$ cat src/acs_pkg.sv
`default_nettype none
package acs_pkg;

    localparam int MAX_WORKERS = 16;
    localparam int WCNT_W = 5;
    localparam int ITER_W = 16;
    localparam int DIV_W  = ITER_W + 1;
    localparam int CNT_W  = 5;
    localparam int CFG_IDX_W = 1;

    localparam logic [CFG_IDX_W-1:0] CFG_WORKER_COUNT = 1'b0;
    localparam logic [CFG_IDX_W-1:0] CFG_TOTAL_ITERS  = 1'b1;

    typedef enum logic [1:0] {
        OP_START   = 2'd0,
        OP_REQUEST = 2'd1,
        OP_FINISH  = 2'd2,
        OP_NOP     = 2'd3
    } t_opcode;

    typedef enum logic [3:0] {
        S_IDLE,
        S_DECODE,
        S_OWN,
        S_SCAN,
        S_PICK,
        S_DIV,
        S_BSIZE,
        S_SWEEP,
        S_MUL,
        S_GRANT,
        S_FIN
    } t_state;

    typedef struct packed {
        logic load_in;
        logic own_check;
        logic scan_init;
        logic scan_step;
        logic div_start;
        logic div_cfg;
        logic sweep_init;
        logic sweep_step;
        logic mul;
        logic grant_load;
        logic zero_load;
    } t_dp_cmd;

    typedef struct packed {
        t_opcode op;
        logic    own_hit;
        logic    scan_last;
        logic    found;
        logic    div_done;
        logic    sweep_last;
        logic    out_free;
    } t_dp_sts;

endpackage
`default_nettype wire

$ cat src/acs_div.sv
`default_nettype none
module acs_div (
    input  wire logic                      i_clk,
    input  wire logic                      i_rst_n,
    input  wire logic                      i_start,
    input  wire logic [acs_pkg::DIV_W-1:0]  i_dividend,
    input  wire logic [acs_pkg::WCNT_W-1:0] i_divisor,
    output logic                           o_done,
    output logic      [acs_pkg::DIV_W-1:0]  o_quotient
);
    import acs_pkg::*;

    logic              r_active;
    logic [CNT_W-1:0]  r_cnt;
    logic [DIV_W-1:0]  r_quo;
    logic [WCNT_W-1:0] r_rmd;
    logic [WCNT_W-1:0] r_div;
    logic [WCNT_W:0]   shifted;
    logic              q_bit;
    logic [WCNT_W:0]   diff;

    // one quotient bit per cycle
    always_comb begin
        shifted = {r_rmd, r_quo[DIV_W-1]};
        diff    = shifted - {1'b0, r_div};
        q_bit   = (shifted >= {1'b0, r_div});
    end

    always_ff @(posedge i_clk) begin
        if (!i_rst_n) begin
            r_active <= 1'b0;
            r_cnt    <= '0;
        end else if (i_start) begin
            r_active <= 1'b1;
            r_cnt    <= '0;
        end else if (r_active) begin
            r_cnt <= r_cnt + CNT_W'(1);
            if (r_cnt == CNT_W'(DIV_W - 1)) begin
                r_active <= 1'b0;
            end
        end
    end

    always_ff @(posedge i_clk) begin
        if (i_start) begin
            r_quo <= i_dividend;
            r_rmd <= '0;
            r_div <= i_divisor;
        end else if (r_active) begin
            r_quo <= {r_quo[DIV_W-2:0], q_bit};
            r_rmd <= q_bit ? WCNT_W'(diff) : WCNT_W'(shifted);
        end
    end

    assign o_done     = r_active && (r_cnt == CNT_W'(DIV_W - 1));
    assign o_quotient = r_quo;

endmodule
`default_nettype wire

$ cat src/acs_ctrl.sv
`default_nettype none
module acs_ctrl (
    input  wire logic             i_clk,
    input  wire logic             i_rst_n,
    input  wire logic             i_in_valid,
    output logic                  o_in_ready,
    input  wire acs_pkg::t_dp_sts i_sts,
    output acs_pkg::t_dp_cmd      o_cmd
);
    import acs_pkg::*;

    t_state r_state;
    t_state n_state;

    always_ff @(posedge i_clk) begin
        if (!i_rst_n) begin
            r_state <= S_IDLE;
        end else begin
            r_state <= n_state;
        end
    end

    always_comb begin
        n_state    = r_state;
        o_cmd      = '0;
        o_in_ready = 1'b0;
        unique case (r_state)
            S_IDLE: begin
                o_in_ready = 1'b1;
                if (i_in_valid) begin
                    o_cmd.load_in = 1'b1;
                    n_state       = S_DECODE;
                end
            end
            S_DECODE: begin
                unique case (i_sts.op)
                    OP_START: begin
                        o_cmd.div_start = 1'b1;
                        o_cmd.div_cfg   = 1'b1;
                        n_state         = S_DIV;
                    end
                    OP_REQUEST: n_state = S_OWN;
                    default:    n_state = S_FIN;
                endcase
            end
            S_OWN: begin
                o_cmd.own_check = 1'b1;
                if (i_sts.own_hit) begin
                    n_state = S_PICK;
                end else begin
                    o_cmd.scan_init = 1'b1;
                    n_state         = S_SCAN;
                end
            end
            S_SCAN: begin
                o_cmd.scan_step = 1'b1;
                if (i_sts.scan_last) begin
                    n_state = S_PICK;
                end
            end
            S_PICK: begin
                if (i_sts.found) begin
                    o_cmd.div_start = 1'b1;
                    n_state         = S_DIV;
                end else begin
                    n_state = S_FIN;
                end
            end
            S_DIV: begin
                if (i_sts.div_done) begin
                    n_state = (i_sts.op == OP_START) ? S_BSIZE : S_MUL;
                end
            end
            S_BSIZE: begin
                o_cmd.sweep_init = 1'b1;
                n_state          = S_SWEEP;
            end
            S_SWEEP: begin
                o_cmd.sweep_step = 1'b1;
                if (i_sts.sweep_last) begin
                    n_state = S_FIN;
                end
            end
            S_MUL: begin
                o_cmd.mul = 1'b1;
                n_state   = S_GRANT;
            end
            S_GRANT: begin
                if (i_sts.out_free) begin
                    o_cmd.grant_load = 1'b1;
                    n_state          = S_IDLE;
                end
            end
            S_FIN: begin
                if (i_sts.out_free) begin
                    o_cmd.zero_load = 1'b1;
                    n_state         = S_IDLE;
                end
            end
            default: n_state = S_IDLE;
        endcase
    end

endmodule
`default_nettype wire

$ cat src/acs_dp.sv
`default_nettype none
module acs_dp (
    input  wire logic                      i_clk,
    input  wire logic                      i_rst_n,
    input  wire acs_pkg::t_dp_cmd          i_cmd,
    output acs_pkg::t_dp_sts               o_sts,
    input  wire logic [acs_pkg::WCNT_W-1:0] i_worker_count,
    input  wire logic [acs_pkg::ITER_W-1:0] i_total,
    input  wire acs_pkg::t_opcode          i_op,
    input  wire logic [3:0]                i_worker_id,
    input  wire logic [3:0]                i_finished_owner,
    input  wire logic                      i_out_ready,
    output logic                           o_out_valid,
    output logic                           o_granted,
    output logic      [3:0]                o_owner_id,
    output logic      [acs_pkg::ITER_W-1:0] o_chunk_low,
    output logic      [acs_pkg::ITER_W-1:0] o_chunk_high
);
    import acs_pkg::*;

    localparam int IDX_W = (MAX_WORKERS > 1) ? $clog2(MAX_WORKERS) : 1;
    localparam int ACC_W = ITER_W + IDX_W + 1;

    logic [ITER_W-1:0]      r_rem_arr [MAX_WORKERS];
    logic [MAX_WORKERS-1:0] r_busy;

    t_opcode           r_op;
    logic [3:0]        r_me;
    logic [3:0]        r_fin;
    logic [WCNT_W-1:0] r_w;
    logic [IDX_W-1:0]  r_idx;
    logic [IDX_W-1:0]  r_owner;
    logic [ITER_W-1:0] r_rem;
    logic [ITER_W-1:0] r_best;
    logic              r_found;
    logic [ITER_W-1:0] r_bs;
    logic [ACC_W-1:0]  r_lo;
    logic [ACC_W-1:0]  r_prod;
    logic              r_out_valid;
    logic              r_granted;
    logic [3:0]        r_owner_id;
    logic [ITER_W-1:0] r_chunk_low;
    logic [ITER_W-1:0] r_chunk_high;

    logic [WCNT_W-1:0] w_eff;
    logic [IDX_W-1:0]  me_addr;
    logic [IDX_W-1:0]  fin_addr;
    logic [IDX_W-1:0]  rd_addr;
    logic [ITER_W-1:0] rem_rd;
    logic              busy_rd;
    logic              own_hit;
    logic              scan_take;
    logic [DIV_W-1:0]  div_dividend;
    logic              div_done;
    logic [DIV_W-1:0]  div_quo;
    logic [ACC_W-1:0]  sw_sum;
    logic [ACC_W-1:0]  sw_hi;
    logic [ITER_W-1:0] sw_val;
    logic [ITER_W-1:0] g_end;
    logic [ITER_W-1:0] g_size;
    logic [ITER_W-1:0] g_lo;
    logic [ITER_W-1:0] g_hi;
    logic              out_free;

    always_comb begin
        if (i_worker_count == '0) begin
            w_eff = WCNT_W'(1);
        end else if (32'(i_worker_count) > 32'(MAX_WORKERS)) begin
            w_eff = WCNT_W'(MAX_WORKERS);
        end else begin
            w_eff = i_worker_count;
        end
    end

    assign me_addr  = IDX_W'(r_me);
    assign fin_addr = IDX_W'(r_fin);
    assign rd_addr  = i_cmd.own_check ? me_addr : r_idx;
    assign rem_rd   = r_rem_arr[rd_addr];
    assign busy_rd  = r_busy[rd_addr];

    assign own_hit = (32'(r_me) < 32'(r_w)) && (32'(r_me) < 32'(MAX_WORKERS))
                     && (rem_rd != '0);
    assign scan_take = !busy_rd && (rem_rd > r_best);

    // block split for start
    always_comb begin
        sw_sum = r_lo + ACC_W'(r_bs);
        sw_hi  = (sw_sum > ACC_W'(i_total)) ? ACC_W'(i_total) : sw_sum;
        if ((32'(r_idx) < 32'(r_w)) && (sw_hi > r_lo)) begin
            sw_val = ITER_W'(sw_hi - r_lo);
        end else begin
            sw_val = '0;
        end
    end

    // chunk bounds for grant
    always_comb begin
        g_end  = (r_prod > ACC_W'(i_total)) ? i_total : ITER_W'(r_prod);
        g_size = ITER_W'(div_quo);
        g_lo   = (g_end >= r_rem) ? (g_end - r_rem) : '0;
        g_hi   = g_lo + g_size;
    end

    assign div_dividend = i_cmd.div_cfg
        ? (DIV_W'(i_total) + DIV_W'(r_w) - DIV_W'(1))
        : (DIV_W'(r_rem) + DIV_W'(r_w) - DIV_W'(1));

    acs_div u_div (
        .i_clk      (i_clk),
        .i_rst_n    (i_rst_n),
        .i_start    (i_cmd.div_start),
        .i_dividend (div_dividend),
        .i_divisor  (r_w),
        .o_done     (div_done),
        .o_quotient (div_quo)
    );

    always_ff @(posedge i_clk) begin
        if (i_cmd.load_in) begin
            r_op  <= i_op;
            r_me  <= i_worker_id;
            r_fin <= i_finished_owner;
            r_w   <= w_eff;
        end
        if (i_cmd.own_check && own_hit) begin
            r_rem   <= rem_rd;
            r_owner <= me_addr;
        end else if (i_cmd.scan_step && scan_take) begin
            r_rem   <= rem_rd;
            r_owner <= r_idx;
        end
        if (i_cmd.scan_init) begin
            r_best <= '0;
        end else if (i_cmd.scan_step && scan_take) begin
            r_best <= rem_rd;
        end
        if (i_cmd.scan_init || i_cmd.sweep_init) begin
            r_idx <= '0;
        end else if (i_cmd.scan_step || i_cmd.sweep_step) begin
            r_idx <= r_idx + IDX_W'(1);
        end
        if (i_cmd.sweep_init) begin
            r_lo <= '0;
        end else if (i_cmd.sweep_step) begin
            r_lo <= sw_sum;
        end
        if (i_cmd.mul) begin
            r_prod <= (ACC_W'(r_owner) + ACC_W'(1)) * ACC_W'(r_bs);
        end
        if (i_cmd.grant_load) begin
            r_granted    <= 1'b1;
            r_owner_id   <= 4'(r_owner);
            r_chunk_low  <= g_lo;
            r_chunk_high <= g_hi;
        end else if (i_cmd.zero_load) begin
            r_granted    <= 1'b0;
            r_owner_id   <= '0;
            r_chunk_low  <= '0;
            r_chunk_high <= '0;
        end
    end

    always_ff @(posedge i_clk) begin
        if (!i_rst_n) begin
            r_found     <= 1'b0;
            r_out_valid <= 1'b0;
            r_busy      <= '0;
            r_bs        <= '0;
            for (int i = 0; i < MAX_WORKERS; i++) begin
                r_rem_arr[i] <= '0;
            end
        end else begin
            if (i_cmd.sweep_init) begin
                r_bs <= ITER_W'(div_quo);
            end
            if (i_cmd.own_check && own_hit) begin
                r_found <= 1'b1;
            end else if (i_cmd.scan_init) begin
                r_found <= 1'b0;
            end else if (i_cmd.scan_step && scan_take) begin
                r_found <= 1'b1;
            end
            if (i_cmd.grant_load || i_cmd.zero_load) begin
                r_out_valid <= 1'b1;
            end else if (i_out_ready) begin
                r_out_valid <= 1'b0;
            end
            if (i_cmd.sweep_step) begin
                r_rem_arr[r_idx] <= sw_val;
                r_busy[r_idx]    <= 1'b0;
            end else if (i_cmd.grant_load) begin
                r_rem_arr[r_owner] <= r_rem - g_size;
                r_busy[r_owner]    <= 1'b1;
            end else if (i_cmd.zero_load && (r_op == OP_FINISH)
                         && (32'(r_fin) < 32'(MAX_WORKERS))) begin
                r_busy[fin_addr] <= 1'b0;
            end
        end
    end

    assign out_free = !r_out_valid || i_out_ready;

    always_comb begin
        o_sts            = '0;
        o_sts.op         = r_op;
        o_sts.own_hit    = own_hit;
        o_sts.scan_last  = (32'(r_idx) + 1) == 32'(r_w);
        o_sts.found      = r_found;
        o_sts.div_done   = div_done;
        o_sts.sweep_last = r_idx == IDX_W'(MAX_WORKERS - 1);
        o_sts.out_free   = out_free;
    end

    assign o_out_valid  = r_out_valid;
    assign o_granted    = r_granted;
    assign o_owner_id   = r_owner_id;
    assign o_chunk_low  = r_chunk_low;
    assign o_chunk_high = r_chunk_high;

endmodule
`default_nettype wire

$ cat src/affinity_chunk_scheduler.sv
// Affinity loop scheduler: hands out chunks of a loop's iteration space to up to
// MAX_WORKERS workers. A start beat splits the space into one contiguous block per
// worker; a request beat grants ceil(remaining/workers) iterations from the worker's
// own block, or else from the idle block with the most left (lower index on a tie);
// a finish beat clears a block's busy mark. Every input beat gives exactly one result
// beat. Items are handled one at a time: a request checks the worker's own block,
// scans the blocks in index order if that block is empty, then runs the bit-serial
// divider and a multiply; a start runs the divider, then writes one block entry per
// cycle over all MAX_WORKERS entries. The result register lets the next beat be
// accepted while the previous result waits on m_tready.
`default_nettype none
module affinity_chunk_scheduler (
    input  wire logic                         i_clk,
    input  wire logic                         i_rst_n,
    input  wire logic                         i_cfg_we,
    input  wire logic [acs_pkg::CFG_IDX_W-1:0] i_cfg_idx,
    input  wire logic [acs_pkg::ITER_W-1:0]    i_cfg_data,
    input  wire logic                         s_tvalid,
    output logic                              s_tready,
    input  wire logic [7:0]                   s_tdata,   // worker_id, finished_owner
    input  wire logic [1:0]                   s_tuser,   // opcode
    output logic                              m_tvalid,
    input  wire logic                         m_tready,
    output logic      [39:0]                  m_tdata,   // owner_id, chunk_low, chunk_high
    output logic                              m_tuser    // granted
);
    import acs_pkg::*;

    logic [WCNT_W-1:0] r_worker_count;
    logic [ITER_W-1:0] r_total;
    t_dp_cmd           cmd;
    t_dp_sts           sts;
    logic              granted;
    logic [3:0]        owner_id;
    logic [ITER_W-1:0] chunk_low;
    logic [ITER_W-1:0] chunk_high;

    always_ff @(posedge i_clk) begin
        if (!i_rst_n) begin
            r_worker_count <= WCNT_W'(4);
            r_total        <= ITER_W'(729);
        end else if (i_cfg_we) begin
            unique case (i_cfg_idx)
                CFG_WORKER_COUNT: r_worker_count <= i_cfg_data[WCNT_W-1:0];
                CFG_TOTAL_ITERS:  r_total        <= i_cfg_data;
                default:          r_total        <= r_total;
            endcase
        end
    end

    acs_ctrl u_ctrl (
        .i_clk      (i_clk),
        .i_rst_n    (i_rst_n),
        .i_in_valid (s_tvalid),
        .o_in_ready (s_tready),
        .i_sts      (sts),
        .o_cmd      (cmd)
    );

    acs_dp u_dp (
        .i_clk            (i_clk),
        .i_rst_n          (i_rst_n),
        .i_cmd            (cmd),
        .o_sts            (sts),
        .i_worker_count   (r_worker_count),
        .i_total          (r_total),
        .i_op             (t_opcode'(s_tuser)),
        .i_worker_id      (s_tdata[3:0]),
        .i_finished_owner (s_tdata[7:4]),
        .i_out_ready      (m_tready),
        .o_out_valid      (m_tvalid),
        .o_granted        (granted),
        .o_owner_id       (owner_id),
        .o_chunk_low      (chunk_low),
        .o_chunk_high     (chunk_high)
    );

    assign m_tuser = granted;
    assign m_tdata = {4'b0, chunk_high, chunk_low, owner_id};

endmodule
`default_nettype wire

$ cat config.mk
export PLATFORM = sky130hd
export DESIGN_NAME = affinity_chunk_scheduler
export DESIGN_NICKNAME = d
export VERILOG_FILES = /design/src/acs_pkg.sv /design/src/acs_div.sv /design/src/acs_ctrl.sv /design/src/acs_dp.sv /design/src/affinity_chunk_scheduler.sv
export SDC_FILE = /design/constraint.sdc
export NUM_CORES = 1
export LEC_CHECK = 0
export BUFFER_PORTS_ARGS = -buffer_cell sky130_fd_sc_hd__buf_2
export CAP_MARGIN = 25
export CORE_UTILIZATION = 51
export CTS_CLUSTER_SIZE = 40
export DETAILED_ROUTE_END_ITERATION = 10
export HOLD_SLACK_MARGIN = 0.1
export PLACE_DENSITY = 0.65
export SETUP_SLACK_MARGIN = 0.2
export SLEW_MARGIN = 20
export SYNTH_ARGS = -nofsm -noshare
export SYNTH_HDL_FRONTEND = slang
export SYNTH_SLANG_ARGS = --single-unit
$ cat constraint.sdc
create_clock -name i_clk -period 14.13 [get_ports i_clk]
set_clock_uncertainty 0.15 [all_clocks]
set_input_delay 0.7065 -clock i_clk [delete_from_list [all_inputs] [get_ports i_clk]]
set_output_delay 0.7065 -clock i_clk [all_outputs]
set_load 0.05 [all_outputs]
======== Word level (Yosys, flattened, before mapping) ========
Memory sizes are Yosys's and may differ from the RTL's.
Cells that the tools add are included.
word-level totals
  flip-flop bits (word level) ............. 226
  RAM bits ................................ 256
  memories kept ........................... 1
operators by class
  add/subtract/negate cells ............... 14
  multipliers ............................. 1
  order comparisons ....................... 16
  equality and inequality tests ........... 20
  muxes and demuxes ....................... 78
  bitwise operators ....................... 7
  reduce and logical (&&, ||, !) cells .... 34
memories
  name            depth  bits a word  rd ports  clocked after memory_dff  write ports  line          text
  u_dp.r_rem_arr  16     16           1         0                         16           acs_dp.sv:24  logic [ITER_W-1:0] r_rem_arr [MAX_WORKERS];
operators with widths
  operator               count
  $mux 16                13
  $mux 4                 14
  $mux 17                3
  $sub 16x16->16         3
  $gt 21x16->1           2
  $pmux 4 s10            1
  $mux 1                 35
  $add 16x5->17          2
  $sub 17x1->17 const B  2
  $and 16x16->16         2
  $eq 32x5->1            1
  $not 16->16            2
  $reduce_or 16->1       2
  $add 21x16->21         1
  $gt 21x21->1           1
  $mul 21x16->21         1
  $mux 21                1
  $lt 4x5->1 const B     4
  $add 16x16->16         1
  $eq 4x3->1 const B     4
  $eq 4x4->1 const B     4
  $ge 16x16->1           1
  $gt 16x16->1           1
  $or 16x16->16          1
  35 further kinds       68

======== Depth between registers and ports, before layout ========
Gate-level depths: netlist of run 1.
  gate-level depth with buffers ........... 36
  mapped depth without buffers ............ 34

======== Hierarchy ========
From an unflattened synthesis of run 1, not the netlist that was laid out.
unflattened totals
  cells, all modules ...................... 3044
  area, all modules ....................... 30997.2 um^2
by module, submodules not included
  module                    instances  cells each  area each (um^2)
  acs_dp                    1          2748        28010.6
  acs_div                   1          126         1591.5
  affinity_chunk_scheduler  1          101         923.4
  acs_ctrl                  1          69          471.7

======== Least setup slack after synthesis of run 1 ========
OpenSTA, ideal clock, no wires.
  kind .................................... reg-to-reg
  start point ............................. register r_total[1]
  end point ............................... register u_dp.r_chunk_high[14], in the netlist u_dp.o_chunk_high[14], data pin
  setup time .............................. 0.266 ns
  arrival time ............................ 6.673 ns
  setup slack ............................. 7.041 ns
  cell stages (with the launch flop) ...... 35
  buffers on the path ..................... 2
  cell sequence ........................... dfxtp_1 inv_1 ha_1 nor2b_1 o21a_1 o21a_1 o21a_1 o21a_1 o21ai_0 a21oi_1 o21ai_0 nand2_1 clkbuf_1 mux2_2 ha_1 or3_1 o21ai_0 a211oi_1 and3b_1 o31ai_1 o41ai_2 clkbuf_1 nor2_1 ha_1 fa_1 a21o_1 a21oi_1 o21bai_1 a21oi_1 o21bai_1 a41oi_1 a211o_1 o211a_1 xor2_1 nor2_1
on the way
  word-level cells in the longest chain between the ends .. 6
  elaborated cells on any way between the ends .. 7
RTL lines
  element                                                line                            text
  start, declared                                        affinity_chunk_scheduler.sv:30  logic [ITER_W-1:0] r_total;
  start signal, assigned                                 affinity_chunk_scheduler.sv:45  CFG_TOTAL_ITERS: r_total <= i_cfg_data;
  start signal, assigned                                 affinity_chunk_scheduler.sv:46  default: r_total <= r_total;
  $gt 21x16->1                                           acs_dp.sv:98                    g_end = (r_prod > ACC_W'(i_total)) ? i_total : ITER_W'(r_prod);
  $mux 16 *                                              acs_dp.sv:98
  $sub 16x16->16 / $ge 16x16->1 (equally long branches)  acs_dp.sv:100                   g_lo = (g_end >= r_rem) ? (g_end - r_rem) : '0;
  $mux 16 *                                              acs_dp.sv:100
  via u_dp.g_lo[0]                                       acs_dp.sv:61                    logic [ITER_W-1:0] g_lo;
  $add 16x16->16 *                                       acs_dp.sv:101                   g_hi = g_lo + g_size;
  $mux 16 *                                              acs_dp.sv:150                   if (i_cmd.grant_load) begin
  end signal, assigned                                   acs_dp.sv:154                   r_chunk_high <= g_hi;
  end, declared                                          acs_dp.sv:43                    logic [ITER_W-1:0] r_chunk_high;
Mark *: on every way through the listed nets, which the timed path passes. The rest lies on a longest branch.
A chain may end at the register's enable or synchronous reset.

======== Final worst setup path of run 1 ========
  start point ............................. register r_total[1]
  end point ............................... register u_dp.r_chunk_high[15], in the netlist u_dp.o_chunk_high[15], data pin
Same word-level chain as after synthesis.

==> results.json, run 1 <==
{
  "status": "finished, final reports clean",
  "wl_per_cell_um": 22.86,
  "fp.dieW_um": 245.1,
  "clk_latency_ns": 0.64,
  "tightest_slew_ns": 1.032,
  "clk_pin_slew_ns": 0.06,
  "cp-end-kind": "flop",
  "htreeDepth": 2,
  "async_flop_share_pct": 0,
  "grt_max_degree": 50,
  "fp.dieH_um": 245.1,
  "fin_crit_sh_pct": 60.04,
  "setup_viol": 0,
  "power_w": 0.005832,
  "final_core_util_pct": 56.88,
  "cp_slowest_stage_delay_ns": 0.53,
  "cp-start-kind": "flop",
  "reg2reg_slack_ns": 5.65,
  "cts-root-buf": "clkbuf_16",
  "antenna_cells": 0,
  "drc": 0,
  "drt_iter0_markers": 2012,
  "clk_path_buf_depth": 3,
  "drv_slew": 0,
  "area_growth_pct": 9.484,
  "fmax_mhz": 117.9,
  "io_pins": 75,
  "hold_class": "input port to flop",
  "place_inst": 3910,
  "dieArea_um2": 60080,
  "cts_resized": 0,
  "cp.arrival_ns": 8.69,
  "worst_path_max_delay_cell": "o41ai_1",
  "rows": 88,
  "synth-seq-area-share_pct": 44.30,
  "slew_headroom_pct": 31.02,
  "crit_top_cell": "o21a_1",
  "finalNetCount": 3516,
  "grt_pass1_vias": 23640,
  "synth_edf_count": 370,
  "path_class": "flop to flop",
  "syn_inst": 3157,
  "leakagePower_nw": 13.10,
  "yosys_most_used_dff": "edfxtp_1",
  "numCtsBuffers": 53,
  "ant_nets": 0,
  "port_buffers": 70,
  "synth_top_area_share_pct": 36.86,
  "fillers": 5134,
  "avgSynthCellArea_um2": 9.548,
  "gr-total-overflow": 0,
  "r2r_cells": 34,
  "ys_seq_elements": 482,
  "place.gp.congestion": 0.9791,
  "cts_sinks": 482,
  "antenna_found_initial": 0,
  "powerDensity_nw_per_um2": 176.7,
  "synth_area_leader_cell": "edfxtp_1",
  "dpl.hpwl_mm": 66.37,
  "pre_cts_ws_ns": 5.771,
  "maxCapViolCount": 0,
  "synth_area_leaders": "edfxtp_1, ha_1, dfxtp_1",
  "holdPathStages": 3,
  "core-area_um2": 58030,
  "min_period_ns": 8.484,
  "timing.final.ws_setup_ns": 5.646,
  "synth_cell_types": 96,
  "syn_area_um2": 30140,
  "drive_above_1_share_pct": 8.392,
  "finalNonFillerCells": 4018,
  "track_usage_pct": 30.48,
  "grt_pass1_wl_mm": 139.4,
  "via_per_inst": 6.034,
  "hold_viol_final": 0,
  "worst-path-max-fanout": 17,
  "tritoncts": "done",
  "initial_utilization_pct": 51.95,
  "fin_tns_setup_ns": 0,
  "firstDrtPassIters": 5,
  "vias": 24240,
  "synth.yosys.warnings": 0,
  "rsz0062_at_grt": "no",
  "ir_worst_vdd_v": 0.0001242,
  "worstPathRequired_ns": 14.34,
  "wl_mm": 91.84,
  "post-cts-setup-buffers": 0
}
## layout by cell type, fill, tap and decap left out, types with 39 or more instances in the layout
master	instances
clkbuf_16	53
buf_4	47
nor2b_1	43
nand2_1	449
fa_1	50
a32oi_1	39
a21oi_1	175
and2_1	40
o21ai_0	93
nor3_1	74
inv_1	195
nand3_1	75
nor2_1	461
ha_1	223
dfxtp_1	112
xnor2_1	77
mux2i_1	73
edfxtp_1	370
buf_2	70
## power by group
part           internal, W  switching [W]
registers          0.00172       0.000173
logic             0.000868        0.00177
clock network     0.000700       0.000601
total              0.00329        0.00254
## registers in the layout, summed over array words and instances (netlist names), 5 cells and up
register and cells:
u_dp.u_div.r_cnt 5, u_dp.r_busy 16, u_dp.r_rem 16, u_dp.r_prod 21, u_dp.r_best 16, u_dp.r_lo 21, u_dp.r_rem_arr 256, u_dp.o_chunk_high 16
u_dp.u_div.r_div 5, r_worker_count 5, u_dp.r_w 5, u_dp.r_bs 16, u_dp.u_div.o_quotient 17, u_dp.u_div.r_rmd 5, u_dp.o_chunk_low 16, r_total 16
## cell families after synthesis
family | share of synthesized area (%)
AOI/OAI and AO/OA | 11.92
xor gates and xnor gates | 3.283
adders and majority gates | 12.58
buffers and inverters | 4.454
DFF | 44.30
muxes | 4.379
other | 0.01244
and+or+nand+nor | 19.08
## synth_stat cells, types with 36 or more instances
library cell and number:
a21oi_1 175, a32oi_1 39, and2_1 41, clkbuf_1 87, dfxtp_1 112, edfxtp_1 370, fa_1 50, ha_1 223
inv_1 195, mux2i_1 75, nand2_1 449, nand3_1 75, nor2_1 461, nor2b_1 43, nor3_1 76, o21ai_0 93
xnor2_1 77, xor2_1 36
## worst max-delay path: cells and delay by family (launching register included)
kind            cells  cell delay [ns]
compound gates     18             3.79
xor+xnor            2             0.42
fa+ha+maj           4             1.32
buf+inv             2             0.40
flops               1             0.37
mux                 1             0.32
simple gates        7             1.44
## layer usage
metal | part of all wire (%) | routed length, µm | global-route usage, % | up-vias
met5 | 0 | 0 | 0 | -
li1 | - | - | - | 11240
met1 | 41 | 37600 | 39.67 | 11800
met4 | 4.0 | 3713 | 12.15 | 0
met2 | 48 | 43980 | 51.60 | 1014
met3 | 7.1 | 6548 | 3.553 | 197
## final cells by class
type | count | area, µm² | area share [%]
clock inverters | 29 | 200.2 | 0.6066
clock buffers | 68 | 1393 | 4.220
repair buffers | 130 | 840.8 | 2.548
multi-input cells | 2349 | 15530 | 47.05
well taps | 765 | 957.2 | 2.900
inverters | 195 | 732.0 | 2.218
flip-flops and latches | 482 | 13350 | 40.46
## worst paths after layout
| check | start | endpoint |
|---|---|---|
| max reg2reg | r_total[1] | u_dp.o_chunk_high[15] |
| min reg2reg | u_dp.r_best[3] | u_dp.r_best[3] |
| max | r_total[1] | u_dp.o_chunk_high[15] |
| min | i_cfg_data[10] | r_total[10] |
## repair_timing
action,4_1_cts,5_1_grt
endpoints found under the setup margin,0,0
hold buffers,10,0
endpoints found under the hold margin,10,0
## per-stage QoR
stage	hold WS [ns]	cell area (µm²)
after floorplan	0.2894	30170
after global placement	0.3044	31270
after detailed placement	0.3156	31300
after CTS	0.1588	32990
after global routing	0.1687	33000
final	0.1780	33000
Note: power is estimated with default switching activity, not from simulation.
==> run 2, diff against run 1 <==
==> constraint.sdc (replaced) <==
create_clock -name i_clk -period 8.7 [get_ports i_clk]
set_clock_uncertainty 0.15 [all_clocks]
set_input_delay 0.435 -clock i_clk [delete_from_list [all_inputs] [get_ports i_clk]]
set_output_delay 0.435 -clock i_clk [all_outputs]
set_load 0.05 [all_outputs]
==> results.json, run 2 (same netlist as run 1, synthesis figures left out) <==
{
  "final_common_cell": "nor2_1",
  "clk_latency_ns": 0.64,
  "cts-root-buf": "clkbuf_16",
  "antenna_found_initial": 1,
  "powerDensity_nw_per_um2": 292.0,
  "grt_max_degree": 49,
  "track_usage_pct": 31.51,
  "finalNonFillerCells": 4042,
  "ir_worst_vdd_v": 0.0001874,
  "drv_slew": 0,
  "post-cts-setup-buffers": 0,
  "fmax_mhz": 125.2,
  "tritoncts": "done",
  "rows": 88,
  "clk_pin_slew_ns": 0.06,
  "mostFrequentLayoutCells": "nor2_1, nand2_1, edfxtp_1",
  "cp_slowest_stage_delay_ns": 0.50,
  "fp.dieW_um": 245.1,
  "setup_viol": 0,
  "io_pins": 75,
  "finalNetCount": 3538,
  "grt_pass1_wl_mm": 143.7,
  "largest_register_ff_count": 256,
  "drive_above_1_share_pct": 8.666,
  "slew_headroom_pct": 31.04,
  "worstPathRequired_ns": 8.91,
  "core-area_um2": 58030,
  "path_class": "flop to flop",
  "rsz0062_at_grt": "no",
  "top_regs": "u_dp.r_rem_arr (256), u_dp.r_lo (21), u_dp.r_prod (21)",
  "hold_class": "input port to flop",
  "holdWs_ns": 0.1879,
  "cts_sinks": 482,
  "gr-total-overflow": 0,
  "drt_iter0_markers": 2114,
  "dieArea_um2": 60080,
  "top_register": "u_dp.r_rem_arr",
  "maxCapViolCount": 0,
  "worst_path_max_delay_cell": "dfxtp_1",
  "place.gp.congestion": 0.9253,
  "leakagePower_nw": 13.33,
  "vias": 24330,
  "htreeDepth": 2,
  "min_period_ns": 7.989,
  "numCtsBuffers": 55,
  "via_per_inst": 6.019,
  "cp.arrival_ns": 8.20,
  "fin_crit_sh_pct": 91.83,
  "cp-end-kind": "flop",
  "fin_tns_setup_ns": 0,
  "grt_pass1_vias": 23930,
  "firstDrtPassIters": 8,
  "ant_nets": 0,
  "drc": 0,
  "area_growth_pct": 11.05,
  "initial_utilization_pct": 51.95,
  "port_buffers": 70,
  "fillers": 5086,
  "fp.dieH_um": 245.1,
  "place_inst": 3913,
  "hold_viol_final": 0,
  "clk_path_buf_depth": 3,
  "wl_per_cell_um": 23.37,
  "status": "finished, final reports clean",
  "wl_mm": 94.45,
  "dpl.hpwl_mm": 68.42,
  "antenna_cells": 0,
  "worst-path-max-fanout": 17,
  "cp-start-kind": "flop",
  "tightest_slew_ns": 1.031
}
-- run 2: stage by stage --
step	worst slack, ns	utilization [%]	instance area, µm²	total power [W]
after floorplan	1.611	-	30170	0.005892
after global placement	0.4954	53.93	31290	0.007227
after detailed placement	0.3828	54.00	31330	0.007320
after CTS	0.3359	57.62	33440	0.009725
after global routing	0.2430	57.69	33470	0.01025
final	0.7111	57.69	33470	0.009775
-- run 2: cell type report --
class / count / area, µm² / share of cell area (%)
Tap cell: 765 / 957.2 / 2.859
Multi-Input combinational cell: 2349 / 15550 / 46.45
Timing Repair Buffer: 150 / 1050 / 3.136
Inverter: 195 / 732.0 / 2.187
Clock buffer: 69 / 1439 / 4.299
Clock inverter: 32 / 394.1 / 1.177
Sequential cell: 482 / 13350 / 39.89
-- run 2: what timing repair did --
action / CTS / global route
hold buffers: 27 / 0
endpoints found under the setup margin: 0 / 4
endpoints found under the hold margin: 33 / 0
resized for setup: 0 / 3
-- run 2: where the power goes --
part | internal (W) | total [W] | switching, W
Clock | 0.00139 | 0.00238 | 0.000998
Combinational | 0.00143 | 0.00431 | 0.00288
Sequential | 0.00280 | 0.00308 | 0.000288
-- run 2: critical path, delay by kind of cell (launching register included) --
kind | cells | cell delay [ns]
buffers and inverters | 3 | 0.63
multiplexers | 1 | 0.15
AO/OA/AOI/OAI | 11 | 2.41
adder cells (fa/ha/maj) | 4 | 1.27
XOR/XNOR | 2 | 0.29
flip-flops | 1 | 0.50
AND/OR/NAND/NOR | 11 | 2.30
-- run 2: path summary, 6_finish.rpt --
path	start	to	slack, ns	cells past startpoint
setup / recovery	r_total[11]	u_dp.o_chunk_high[15]	0.71	32
hold / removal	i_cfg_idx	r_worker_count[2]	0.19	4
setup reg to reg	r_total[11]	u_dp.o_chunk_high[15]	0.71	32
hold reg to reg	u_dp.o_granted	u_dp.o_granted	0.32	2
-- run 2: routing by layer --
metal	vias up	wire length, µm	track usage (%)
met5	-	0	0
met4	0	3778	13.55
met3	191	5939	3.619
met2	956	45740	53.24
met1	11890	39000	40.75
li1	11300	-	-
